[src/design/srle_pkg.sv]
// ----------------------------------------------------------------------------
// srle_pkg
// types, codes and the zone table shared by the track decoder modules
// ----------------------------------------------------------------------------
package srle_pkg;

  typedef enum logic [3:0] {
    PH_HDR0 = 4'd0,
    PH_HDR1 = 4'd1,
    PH_COPY = 4'd2,
    PH_FILL = 4'd3,
    PH_RLEN = 4'd4,
    PH_RESC = 4'd5,
    PH_RDAT = 4'd6,
    PH_RCNT = 4'd7,
    PH_RVAL = 4'd8
  } phase_t;

  localparam logic [1:0] ST_OK       = 2'd0;
  localparam logic [1:0] ST_BAD_MODE = 2'd1;
  localparam logic [1:0] ST_BAD_TRK  = 2'd2;
  localparam logic [1:0] ST_OVERRUN  = 2'd3;

  localparam logic [1:0] MODE_COPY = 2'd0;
  localparam logic [1:0] MODE_FILL = 2'd1;
  localparam logic [1:0] MODE_BAD  = 2'd3;

  localparam logic [8:0] SECTOR_BYTES = 9'd256;
  localparam logic [8:0] LAST_OFFSET  = 9'd255;

  typedef struct packed {
    logic       vld;
    logic [7:0] data;
  } byte_beat_t;

  typedef struct packed {
    logic [5:0] track_num;
    logic [7:0] sector_num;
    logic [7:0] start_offset;
    logic [7:0] fill_value;
    logic [8:0] run_length;
    logic       sector_end;
    logic       track_end;
    logic [1:0] status;
  } res_t;

  function automatic logic [4:0] zone_sectors(input logic [5:0] trk);
    logic [4:0] n;
    if (trk <= 6'd17)      n = 5'd21;
    else if (trk <= 6'd24) n = 5'd19;
    else if (trk <= 6'd30) n = 5'd18;
    else                   n = 5'd17;
    return n;
  endfunction

endpackage

[src/design/srle_ifs.sv]
// ----------------------------------------------------------------------------
// srle_ifs
// valid/ready channels for packed bytes in and decoded runs out
// ----------------------------------------------------------------------------
interface srle_in_if;
  logic       valid;
  logic       ready;
  logic [7:0] data_byte;

  modport source (output valid, output data_byte, input ready);
  modport sink   (input valid, input data_byte, output ready);
endinterface

interface srle_out_if;
  logic       valid;
  logic       ready;
  logic [5:0] track_num;
  logic [7:0] sector_num;
  logic [7:0] start_offset;
  logic [7:0] fill_value;
  logic [8:0] run_length;
  logic       sector_end;
  logic       track_end;
  logic [1:0] status;

  modport source (output valid, output track_num, output sector_num, output start_offset,
                  output fill_value, output run_length, output sector_end,
                  output track_end, output status, input ready);
  modport sink   (input valid, input track_num, input sector_num, input start_offset,
                  input fill_value, input run_length, input sector_end,
                  input track_end, input status, output ready);
endinterface

[src/design/sector_rle_track_decoder_top.sv]
// ----------------------------------------------------------------------------
// sector_rle_track_decoder_top
// packed disk-track decoder: one byte in, at most one run out per byte
//
// path: a byte taken from in_bus passes the input register, then the result register, before its run shows on out_bus
// throughput: one byte per cycle while the result register can advance; the decode step
// between the input register and the result register is combinational
// reset: synchronous active-low rst_n clears all control state (data registers are not reset), no clearing pass
// ----------------------------------------------------------------------------
module sector_rle_track_decoder_top
  import srle_pkg::*;
#(
  parameter int MAX_TRACK = 35
) (
  input  logic              clk,
  input  logic              rst_n,
  srle_in_if.sink           in_bus,
  srle_out_if.source        out_bus
);

  byte_beat_t beat;
  logic       advance;
  res_t       res;
  logic       res_vld;
  res_t       out_res;

  srle_in_stage u_in (
    .clk      (clk),
    .rst_n    (rst_n),
    .in_valid (in_bus.valid),
    .in_ready (in_bus.ready),
    .in_data  (in_bus.data_byte),
    .advance  (advance),
    .beat     (beat)
  );

  srle_core #(
    .MAX_TRACK (MAX_TRACK)
  ) u_core (
    .clk     (clk),
    .rst_n   (rst_n),
    .beat    (beat),
    .advance (advance),
    .res     (res),
    .res_vld (res_vld)
  );

  srle_out_stage u_out (
    .clk       (clk),
    .rst_n     (rst_n),
    .res       (res),
    .res_vld   (res_vld),
    .advance   (advance),
    .out_valid (out_bus.valid),
    .out_ready (out_bus.ready),
    .out_res   (out_res)
  );

  assign out_bus.track_num    = out_res.track_num;
  assign out_bus.sector_num   = out_res.sector_num;
  assign out_bus.start_offset = out_res.start_offset;
  assign out_bus.fill_value   = out_res.fill_value;
  assign out_bus.run_length   = out_res.run_length;
  assign out_bus.sector_end   = out_res.sector_end;
  assign out_bus.track_end    = out_res.track_end;
  assign out_bus.status       = out_res.status;

endmodule

[src/design/srle_in_stage.sv]
// ----------------------------------------------------------------------------
// srle_in_stage
// input register holding one packed byte for the decode step
// ----------------------------------------------------------------------------
module srle_in_stage
  import srle_pkg::*;
(
  input  logic         clk,
  input  logic         rst_n,
  input  logic         in_valid,
  output logic         in_ready,
  input  logic [7:0]   in_data,
  input  logic         advance,
  output byte_beat_t   beat
);

  logic       vld_r;
  logic       vld_nxt;
  logic [7:0] data_r;

  assign in_ready = !vld_r || advance;

  always_comb begin
    vld_nxt = vld_r;
    if (in_ready) begin
      vld_nxt = in_valid;
    end
  end

  always_ff @(posedge clk) begin
    if (!rst_n) begin
      vld_r <= 1'b0;
    end else begin
      vld_r <= vld_nxt;
    end
  end

  always_ff @(posedge clk) begin
    if (in_valid && in_ready) begin
      data_r <= in_data;
    end
  end

  assign beat.vld  = vld_r;
  assign beat.data = data_r;

endmodule

[src/design/srle_core.sv]
// ----------------------------------------------------------------------------
// srle_core
// decoder state and the per-byte step: headers, copy, fill and escape runs
// ----------------------------------------------------------------------------
module srle_core
  import srle_pkg::*;
#(
  parameter int MAX_TRACK = 35
) (
  input  logic       clk,
  input  logic       rst_n,
  input  byte_beat_t beat,
  input  logic       advance,
  output res_t       res,
  output logic       res_vld
);

  localparam logic [5:0] MaxTrk = 6'(MAX_TRACK);

  phase_t     phase_r, phase_nxt;
  logic [1:0] mode_r, mode_nxt;
  logic [5:0] track_r, track_nxt;
  logic [7:0] sector_r, sector_nxt;
  logic [4:0] left_r, left_nxt;
  logic [8:0] woff_r, woff_nxt;
  logic [7:0] coded_r, coded_nxt;
  logic [7:0] esc_r, esc_nxt;
  logic [7:0] rep_r, rep_nxt;
  logic       halted_r, halted_nxt;

  logic       fire;
  logic [7:0] b;
  logic [4:0] left_fin;
  logic       te_fin;
  logic [9:0] rep_end;
  logic [7:0] coded_dec;
  logic [7:0] coded_sub3;

  assign fire       = beat.vld && advance;
  assign b          = beat.data;
  assign left_fin   = (left_r != 5'd0) ? left_r - 5'd1 : left_r;
  assign te_fin     = (left_fin == 5'd0);
  assign rep_end    = {1'b0, woff_r} + {2'b00, rep_r};
  assign coded_dec  = coded_r - 8'd1;
  assign coded_sub3 = (coded_r >= 8'd3) ? coded_r - 8'd3 : 8'd0;

  always_comb begin
    phase_nxt  = phase_r;
    mode_nxt   = mode_r;
    track_nxt  = track_r;
    sector_nxt = sector_r;
    left_nxt   = left_r;
    woff_nxt   = woff_r;
    coded_nxt  = coded_r;
    esc_nxt    = esc_r;
    rep_nxt    = rep_r;
    halted_nxt = halted_r;
    res_vld    = 1'b0;
    res.track_num    = track_r;
    res.sector_num   = sector_r;
    res.start_offset = woff_r[7:0];
    res.fill_value   = b;
    res.run_length   = 9'd1;
    res.sector_end   = 1'b0;
    res.track_end    = 1'b0;
    res.status       = ST_OK;
    if (fire && !halted_r) begin
      case (phase_r)
        PH_HDR0: begin
          mode_nxt  = b[7:6];
          track_nxt = b[5:0];
          phase_nxt = PH_HDR1;
        end
        PH_HDR1: begin
          sector_nxt       = b;
          res.sector_num   = b;
          res.start_offset = 8'd0;
          res.fill_value   = 8'd0;
          res.run_length   = 9'd0;
          if (mode_r == MODE_BAD) begin
            res.status = ST_BAD_MODE;
            res_vld    = 1'b1;
            halted_nxt = 1'b1;
          end else if (left_r == 5'd0 && (track_r == 6'd0 || track_r > MaxTrk)) begin
            res.status = ST_BAD_TRK;
            res_vld    = 1'b1;
            halted_nxt = 1'b1;
          end else begin
            if (left_r == 5'd0) begin
              left_nxt = zone_sectors(track_r);
            end
            woff_nxt = 9'd0;
            case (mode_r)
              MODE_COPY: phase_nxt = PH_COPY;
              MODE_FILL: phase_nxt = PH_FILL;
              default:   phase_nxt = PH_RLEN;
            endcase
          end
        end
        PH_COPY: begin
          res_vld = 1'b1;
          if (woff_r >= LAST_OFFSET) begin
            phase_nxt        = PH_HDR0;
            left_nxt         = left_fin;
            res.start_offset = LAST_OFFSET[7:0];
            res.sector_end   = 1'b1;
            res.track_end    = te_fin;
            woff_nxt         = SECTOR_BYTES;
          end else begin
            woff_nxt = woff_r + 9'd1;
          end
        end
        PH_FILL: begin
          res_vld          = 1'b1;
          phase_nxt        = PH_HDR0;
          left_nxt         = left_fin;
          res.start_offset = 8'd0;
          res.run_length   = SECTOR_BYTES;
          res.sector_end   = 1'b1;
          res.track_end    = te_fin;
          woff_nxt         = SECTOR_BYTES;
        end
        PH_RLEN: begin
          coded_nxt = b;
          phase_nxt = PH_RESC;
        end
        PH_RESC: begin
          esc_nxt = b;
          if (coded_r == 8'd0) begin
            phase_nxt = PH_HDR0;
            left_nxt  = left_fin;
          end else begin
            phase_nxt = PH_RDAT;
          end
        end
        PH_RDAT: begin
          if (b == esc_r) begin
            phase_nxt = PH_RCNT;
          end else if (woff_r >= SECTOR_BYTES) begin
            res_vld    = 1'b1;
            res.status = ST_OVERRUN;
            halted_nxt = 1'b1;
          end else begin
            res_vld   = 1'b1;
            coded_nxt = coded_dec;
            woff_nxt  = woff_r + 9'd1;
            if (coded_dec == 8'd0) begin
              phase_nxt      = PH_HDR0;
              left_nxt       = left_fin;
              res.sector_end = 1'b1;
              res.track_end  = te_fin;
            end
          end
        end
        PH_RCNT: begin
          rep_nxt   = b;
          phase_nxt = PH_RVAL;
        end
        PH_RVAL: begin
          res.run_length = {1'b0, rep_r};
          if (rep_r != 8'd0 && rep_end > {1'b0, SECTOR_BYTES}) begin
            res_vld    = 1'b1;
            res.status = ST_OVERRUN;
            halted_nxt = 1'b1;
          end else begin
            res_vld   = (rep_r != 8'd0);
            coded_nxt = coded_sub3;
            woff_nxt  = rep_end[8:0];
            if (coded_sub3 == 8'd0) begin
              phase_nxt      = PH_HDR0;
              left_nxt       = left_fin;
              res.sector_end = 1'b1;
              res.track_end  = te_fin;
            end else begin
              phase_nxt = PH_RDAT;
            end
          end
        end
        default: phase_nxt = PH_HDR0;
      endcase
    end
  end

  always_ff @(posedge clk) begin
    if (!rst_n) begin
      phase_r  <= PH_HDR0;
      mode_r   <= 2'd0;
      track_r  <= 6'd0;
      sector_r <= 8'd0;
      left_r   <= 5'd0;
      woff_r   <= 9'd0;
      coded_r  <= 8'd0;
      esc_r    <= 8'd0;
      rep_r    <= 8'd0;
      halted_r <= 1'b0;
    end else begin
      phase_r  <= phase_nxt;
      mode_r   <= mode_nxt;
      track_r  <= track_nxt;
      sector_r <= sector_nxt;
      left_r   <= left_nxt;
      woff_r   <= woff_nxt;
      coded_r  <= coded_nxt;
      esc_r    <= esc_nxt;
      rep_r    <= rep_nxt;
      halted_r <= halted_nxt;
    end
  end

`ifndef ASSERT_OFF
  a_err_halts : assert property (@(posedge clk) disable iff (!rst_n)
    res_vld && res.status != ST_OK |=> halted_r)
    else $error("error result did not halt the decoder");

  a_halt_sticks : assert property (@(posedge clk) disable iff (!rst_n)
    halted_r |=> halted_r)
    else $error("halt released without reset");

  a_track_end_sector_end : assert property (@(posedge clk) disable iff (!rst_n)
    res_vld && res.track_end |-> res.sector_end)
    else $error("track end without sector end");

  a_sector_end_hdr : assert property (@(posedge clk) disable iff (!rst_n)
    res_vld && res.sector_end |=> phase_r == PH_HDR0)
    else $error("sector end did not return to header");
`endif

endmodule

[src/design/srle_out_stage.sv]
// ----------------------------------------------------------------------------
// srle_out_stage
// result register driving the run channel
// ----------------------------------------------------------------------------
module srle_out_stage
  import srle_pkg::*;
(
  input  logic  clk,
  input  logic  rst_n,
  input  res_t  res,
  input  logic  res_vld,
  output logic  advance,
  output logic  out_valid,
  input  logic  out_ready,
  output res_t  out_res
);

  logic vld_r;
  logic vld_nxt;
  res_t res_r;

  assign advance = !vld_r || out_ready;

  always_comb begin
    vld_nxt = vld_r;
    if (advance) begin
      vld_nxt = res_vld;
    end
  end

  always_ff @(posedge clk) begin
    if (!rst_n) begin
      vld_r <= 1'b0;
    end else begin
      vld_r <= vld_nxt;
    end
  end

  always_ff @(posedge clk) begin
    if (advance && res_vld) begin
      res_r <= res;
    end
  end

  assign out_valid = vld_r;
  assign out_res   = res_r;

endmodule
[src/flat_wrapper.sv]
// flat-port wrapper written by rule: the top's interface ports become plain ports
module sector_rle_track_decoder_top_flat import srle_pkg::*;
#(
  parameter int MAX_TRACK = 35
)
  (clk, rst_n, in_bus_valid, in_bus_data_byte, in_bus_ready, out_bus_valid, out_bus_track_num, out_bus_sector_num, out_bus_start_offset, out_bus_fill_value, out_bus_run_length, out_bus_sector_end, out_bus_track_end, out_bus_status, out_bus_ready);
  srle_in_if in_bus_i ();
  srle_out_if out_bus_i ();
  input  logic clk;
  input  logic rst_n;
  input wire logic [$bits(in_bus_i.valid)-1:0] in_bus_valid;
  input wire logic [$bits(in_bus_i.data_byte)-1:0] in_bus_data_byte;
  output wire logic [$bits(in_bus_i.ready)-1:0] in_bus_ready;
  output wire logic [$bits(out_bus_i.valid)-1:0] out_bus_valid;
  output wire logic [$bits(out_bus_i.track_num)-1:0] out_bus_track_num;
  output wire logic [$bits(out_bus_i.sector_num)-1:0] out_bus_sector_num;
  output wire logic [$bits(out_bus_i.start_offset)-1:0] out_bus_start_offset;
  output wire logic [$bits(out_bus_i.fill_value)-1:0] out_bus_fill_value;
  output wire logic [$bits(out_bus_i.run_length)-1:0] out_bus_run_length;
  output wire logic [$bits(out_bus_i.sector_end)-1:0] out_bus_sector_end;
  output wire logic [$bits(out_bus_i.track_end)-1:0] out_bus_track_end;
  output wire logic [$bits(out_bus_i.status)-1:0] out_bus_status;
  input wire logic [$bits(out_bus_i.ready)-1:0] out_bus_ready;
  assign in_bus_i.valid = in_bus_valid;
  assign in_bus_i.data_byte = in_bus_data_byte;
  assign in_bus_ready = in_bus_i.ready;
  assign out_bus_valid = out_bus_i.valid;
  assign out_bus_track_num = out_bus_i.track_num;
  assign out_bus_sector_num = out_bus_i.sector_num;
  assign out_bus_start_offset = out_bus_i.start_offset;
  assign out_bus_fill_value = out_bus_i.fill_value;
  assign out_bus_run_length = out_bus_i.run_length;
  assign out_bus_sector_end = out_bus_i.sector_end;
  assign out_bus_track_end = out_bus_i.track_end;
  assign out_bus_status = out_bus_i.status;
  assign out_bus_i.ready = out_bus_ready;
  sector_rle_track_decoder_top #(.MAX_TRACK(MAX_TRACK)) u_core (.clk(clk), .rst_n(rst_n), .in_bus(in_bus_i), .out_bus(out_bus_i));
endmodule
[config.mk]
export PLATFORM = sky130hd
export DESIGN_NAME = sector_rle_track_decoder_top_flat
export DESIGN_NICKNAME = d
export VERILOG_FILES = /design/src/design/srle_pkg.sv /design/src/design/srle_ifs.sv /design/src/design/sector_rle_track_decoder_top.sv /design/src/design/srle_in_stage.sv /design/src/design/srle_core.sv /design/src/design/srle_out_stage.sv /design/src/flat_wrapper.sv
export SDC_FILE = /design/constraint.sdc
export NUM_CORES = 1
export LEC_CHECK = 0
export ABC_AREA = 1
export CAP_MARGIN = 20
export CELL_PAD_IN_SITES_DETAIL_PLACEMENT = 1
export CELL_PAD_IN_SITES_GLOBAL_PLACEMENT = 1
export CORE_MARGIN = 2
export CORE_UTILIZATION = 25
export CTS_CLUSTER_DIAMETER = 120
export CTS_CLUSTER_SIZE = 10
export DETAILED_ROUTE_END_ITERATION = 7
export DONT_BUFFER_PORTS = 1
export PLACE_DENSITY_LB_ADDON = 0.1
export SYNTH_ARGS = -nofsm -noshare
export SYNTH_HDL_FRONTEND = slang
export SYNTH_SLANG_ARGS = --single-unit
[constraint.sdc]
create_clock -name clk -period 2.9 [get_ports clk]
set_input_delay 0.58 -clock clk [delete_from_list [all_inputs] [get_ports clk]]
set_output_delay 0.58 -clock clk [all_outputs]
set_load 0.01 [all_outputs]
# Word-level counts from Yosys, hierarchy flattened
# Cells that the tools add are included.
[word_totals]
ff_bits = 112
in_bits = 12
output_inout_bits = 45
[classes]
addsub = 5
n_lt_le_gt_ge = 8
eq_ne = 26
mux = 68
reduce_logical = 36
[op_table]
columns = ["op", "count"]
rows = [
  ["2-to-1 mux 8 bit", 7],
  ["2-to-1 mux 5 bit", 11],
  ["2-to-1 mux 9 bit", 6],
  ["one-hot mux 9 bit (5 select lines)", 1],
  ["2-to-1 mux 37 bit", 1],
  ["2-to-1 mux 4 bit", 8],
  ["one-hot mux 4 bit (8 select lines)", 1],
  ["one-hot mux 5 bit (6 select lines)", 1],
  ["one-hot mux 9 bit (3 select lines)", 1],
  ["logical NOT 8 bit", 3],
  ["!= test 2 bit, second input constant", 12],
  ["one-hot mux 8 bit (3 select lines)", 1],
  ["2-to-1 mux 2 bit", 11],
  ["less-or-equal comparator 6 x 5 -> 1 bit, second input constant", 3],
  ["== test 4 x 3 -> 1 bit, second input constant", 4],
  ["one-hot mux 8 bit (2 select lines)", 1],
  ["AND reduction 7 bit", 2],
  ["AND reduction 12 bit", 1],
  ["adder 9 x 8 -> 10 bit", 1],
  ["> comparator 10 x 9 -> 1 bit, second input constant", 1],
  ["logical NOT 5 bit", 2],
  ["2-to-1 mux 1 bit", 10],
  ["nonzero test 5 bit", 2],
  ["adder 9 x 1 -> 9 bit, second input constant", 1],
  ["other kinds (33)", 51],
]

# Depth between registers and ports, before layout
[logic_depth]
depth_word = 8
ltp_mapped = 16
depth_no_buf = 16

# Cells and area by module
# A second synthesis with hierarchy kept.
[unflattened]
cells_unflattened = 809
area_unflattened_um2 = 6127.1
[modules_own_cells]
columns = ["mod", "n_inst", "cells_each", "area_per_inst_um2", "seq_area_each_um2"]
rows = [
  ["srle_core", 1, 743, 4485.6, 1181.1],
  ["srle_out_stage", 1, 50, 1342.5, 1311.3],
  ["srle_in_stage", 1, 16, 299.0, 260.2],
]

# Worst setup path after synthesis
# No wires, ideal clock.
[synth_path]
path_type = "register to register"
startpoint = "register u_core.u_core.left_r[0]"
endpoint = "register u_core.u_out.res_r (netlist bit u_core.u_out.out_res[0]) (enable)"
setup_time_ns = 0.397
arrival_time_ns = 2.081
required_ns = 2.503
path_slack_ns = 0.421
path_stages_with_launch = 11
n_path_buf = 0
period_less_slack_ns = 2.479
cell_sequence = "dfxtp_1 > inv_1 > ha_1 > nand3_2 > a21oi_1 > nand2_1 > nand2_1 > nand2_2 > nand3_1 > nand2_1 > inv_1"
[synth_via]
elab_chain_len = 7
[synth_rtl]
columns = ["item", "line", "rtl"]
rows = [
  ["from (decl)", "srle_core.sv:24", "logic [4:0] left_r, left_nxt;"],
  ["from (signal assigned)", "srle_core.sv:201", "left_r <= left_nxt;"],
  ["logical NOT 5 bit", "srle_core.sv:84", "end else if (left_r == 5'd0 && (track_r == 6'd0 || track_r > MaxTrk)) begin"],
  ["logical AND 1 bit", "srle_core.sv:84", ""],
  ["2-to-1 mux 1 bit", "srle_core.sv:84", ""],
  ["2-to-1 mux 1 bit", "srle_core.sv:80", "if (mode_r == MODE_BAD) begin"],
  ["one-hot mux 1 bit (4 select lines)", "srle_core.sv:68", "case (phase_r)"],
  ["2-to-1 mux 1 bit", "srle_core.sv:67", "if (fire && !halted_r) begin"],
  ["logical AND 1 bit", "srle_out_stage.sv:40", "if (advance && res_vld) begin"],
  ["to (signal assigned)", "srle_out_stage.sv:41", "res_r <= res;"],
  ["to (decl)", "srle_out_stage.sv:20", "res_t res_r;"],
]
# Every way passes these cells.
# A chain may end at the register's enable or synchronous reset.

# Worst setup path in the final report
[layout_path]
startpoint = "register u_core.u_core.rep_r[0]"
endpoint = "register u_core.u_core.coded_r[0]"
[layout_via]
elab_chain_len = 5
elab_cells_between_ends = 6
[layout_rtl]
columns = ["item", "line", "rtl"]
rows = [
  ["from (decl)", "srle_core.sv:28", "logic [7:0] rep_r, rep_nxt;"],
  ["from (signal assigned)", "srle_core.sv:205", "rep_r <= rep_nxt;"],
  ["adder 9 x 8 -> 10 bit", "srle_core.sv:43", "assign rep_end = {1'b0, woff_r} + {2'b00, rep_r};"],
  ["> comparator 10 x 9 -> 1 bit", "srle_core.sv:161", "if (rep_r != 8'd0 && rep_end > {1'b0, SECTOR_BYTES}) begin"],
  ["logical AND 1 bit (*)", "srle_core.sv:161", ""],
  ["!= test 2 bit (no source line) (*)", "-", ""],
  ["AND reduction 5 bit (no source line) (*)", "-", ""],
  ["to (signal assigned)", "srle_core.sv:203", "coded_r <= coded_nxt;"],
  ["to (decl)", "srle_core.sv:26", "logic [7:0] coded_r, coded_nxt;"],
]
# Every way passes the cells marked *; elsewhere a longest branch is shown, timed or not.

==> results.txt <==
I/O pin count -> 57
clk_lat worst skew -> 0.36 ns
row count -> 57
Slew @ Worst Pin -> 0.933 ns
CTS tree -> built
ANT cells -> 0
maximum operating frequency -> 377 MHz
R2R Setup Slk -> 0.25 ns
hold buffer count at cts -> 0
Synth Area per Inst -> 7.81 sq um
Period minus WS final -> 2.65 ns
top cell type by total area after synthesis -> edfxtp_1
Max Slew Vio Count -> 0
average wire per cell in the routed design -> 17.3 um
Synth-to-Final Area Change -> 11.6%
CTS Sinks -> 112
DR iter-0 viols -> 299
Worst Hold Class -> in -> reg
post-synth top area share -> 24.4%
commonest non-fill, non-tap cell in the layout -> nand2_1
worst clock skew -> 0.0157 ns
starting density of the core -> 25.6%
crit end category -> flop
number of vias per cell -> 4.67
status -> finished clean
period utilization -> 91.5%
predominant post-synthesis flop cell -> dfxtp_1
Reg2Reg Capture Point -> u_core.u_core.coded_r[0]
port bufs -> 0
Yosys warnings -> 0
Cells after Synth -> 802
VDD IR-drop max -> 335 uV
1st-pass router iterations -> 4
WP data required -> 3.16 ns
crit path to -> u_core.u_core.coded_r[0]
overall power -> 0.00363 W
number of synthesized flops with an enable pin -> 51
drt total wl -> 19.7 mm
drt drc -> 0
first-pass GRT wire length -> 31.1 mm
clk buf depth -> 2
vias in the first global route -> 5551
Clock transition at path regs -> 0.09 ns
dpl hpwl -> 15.1 mm
Synth Net Count -> 831
die area -> 26400 sq um
total CTS buffers -> 9
Die W -> 162 um
asr flop ratio synth -> 0%
post-route ant nets -> 0
TNS Setup -> 0 ns
vias after detailed routing -> 5301
Crit Reg-Reg Startpoint -> u_core.u_core.rep_r[0]
RSZ-0062 raised after global routing -> false
chip height -> 162 um
kind of critical path -> reg -> reg
crit-path max FO -> 18
Leak Pwr -> 3.01 nW
commonest non-fill, non-tap cells in the layout -> nand2_1 (184), inv_1 (92), nor2_1 (91)
Synth area leaders -> edfxtp_1 (24%), dfxtp_1 (19%), nand2_1 (11%)
initial antenna violation count -> 0
largest net degree at the start of global routing -> 41
Final setup viols -> 0
post-synthesis sequential area ratio -> 43.9%
clock root cell -> clkbuf_16
Startpoint Class -> flop
Crit path arrival time -> 2.91 ns
power per cell area -> 520 nW/um^2
RD Place Congestion -> 0.821
Final Net Count -> 835
reg2reg path depth -> 11
flops & latches, synth -> 112
Relative slew margins -> 37.6%
H-tree levels -> 3
area of the core -> 24500 sq um
Netlist cell types -> 49
post-synthesis cell area -> 6270 sq um
Final Hold Vio Count -> 0
Setup crit start -> u_core.u_core.rep_r[0]
share of cells above drive strength 1 -> 13.6%
GRT Util Overall -> 15.2%
maxcap violations -> 0
grt ovf -> 0
## how the worst min path moves through the flow
stage                     cells past startpoint  slack (ns)                      from                        to
after floorplan                               0        0.41  u_core.u_core.track_r[0]  u_core.u_out.out_res[37]
after global placement                        0        0.42  u_core.u_core.track_r[5]  u_core.u_out.out_res[42]
after detailed placement                      0        0.42  u_core.u_core.track_r[5]  u_core.u_out.out_res[42]
after CTS                                     0        0.30       in_bus_data_byte[6]     u_core.u_in.data_r[6]
after global routing                          0        0.29       in_bus_data_byte[6]     u_core.u_in.data_r[6]
final                                         0        0.32       in_bus_data_byte[6]     u_core.u_in.data_r[6]
## cell usage after synthesis, types with 4 or more instances
cell      instances
nand3_2           8
clkbuf_1          9
buf_6             4
nand4_1          22
o22ai_1           4
nor2_4            5
buf_2             4
nand2_1         184
edfxtp_1         51
inv_1            93
xor2_1            8
dfxtp_1          61
nor2_1           91
nand3_1          38
nor2_2            9
a21oi_1          51
inv_2            13
o21ai_0          42
o21ai_2           8
or2_2            12
nor3_1           11
nand3_4           4
xnor2_1           7
ha_1             16
nand2_2          12
## flip-flops by register name (all words and copies together), names as in the netlist
name / count
u_core.u_out.out_res: 43
u_core.u_core.woff_r: 9
u_core.u_core.coded_r: 8
u_core.u_core.esc_r: 8
u_core.u_core.rep_r: 8
u_core.u_core.sector_r: 8
u_core.u_in.data_r: 8
u_core.u_core.track_r: 6
u_core.u_core.left_r: 5
u_core.u_core.phase_r: 4
u_core.u_core.mode_r: 2
u_core.u_core.halted_r: 1
u_core.u_in.vld_r: 1
u_core.u_out.out_valid: 1
## metrics by stage
| stage | setup WS, ns | utilization, % | hold WS, ns | instance area (sq um) | instances |
|---|---|---|---|---|---|
| floorplan | 0.421 | - | 0.408 | 6270 | 802 |
| global placement | 0.244 | 27.3 | 0.422 | 6680 | 1119 |
| detailed placement | 0.130 | 27.3 | 0.423 | 6680 | 1119 |
| CTS | 0.131 | 28.6 | 0.301 | 6990 | 1135 |
| global route | 0.0388 | 28.6 | 0.290 | 6990 | 1135 |
| finish | 0.247 | 28.6 | 0.315 | 6990 | 1135 |
## per-layer routing
| metal | vias to the layer above | GRT usage (%) | share of wire [%] |
|---|---|---|---|
| met5 | - | 0 | 0 |
| met4 | 0 | 3.38 | 1.1 |
| met3 | 14 | 3.18 | 4.1 |
| met2 | 102 | 23.9 | 44 |
| met1 | 2552 | 21.6 | 50 |
| li1 | 2633 | - | - |
## logic make-up after synthesis
kind of cell / after synthesis / share of synthesized area, %
fa+ha+maj: 17 / 3.51
compound gates: 121 / 10.8
buf+inv: 127 / 8.36
xor+xnor: 15 / 2.10
simple gates: 410 / 31.3
flops: 112 / 43.9
## power breakdown
part	total, W	internal [W]	switching (W)
Clock	0.00133	0.000639	0.000694
Combinational	0.000519	0.000170	0.000349
Sequential	0.00178	0.00171	0.0000680
Total	0.00363	0.00252	0.00111
## final cells by class
| type | count | area, sq um |
|---|---|---|
| clock inverter | 6 | 70.1 |
| inverter | 107 | 407 |
| sequential | 112 | 2750 |
| timing repair buffer | 13 | 123 |
| fill | 2927 | 17500 |
| multi-input combinational | 563 | 3000 |
| tap | 324 | 405 |
| clock buffer | 10 | 239 |
## worst max-delay path, cell delays in order, from the launching register on
cell and delay, ns:
dfxtp_1 0.41, ha_1 0.24, fa_1 0.45, or2_2 0.31, nor2_1 0.11, nand3_1 0.10, nor2_1 0.12, nand3_2 0.12
nand3_4 0.24, nand3_4 0.23, nor2_1 0.16, nor2_1 0.06
## repair_timing
action	in CTS	in global routing
endpoints found under the setup margin	0	8
setup buffers	0	0
hold endpoints to repair	0	0
resized for setup	0	1
No activity file was read; power rests on OpenSTA's default activity.
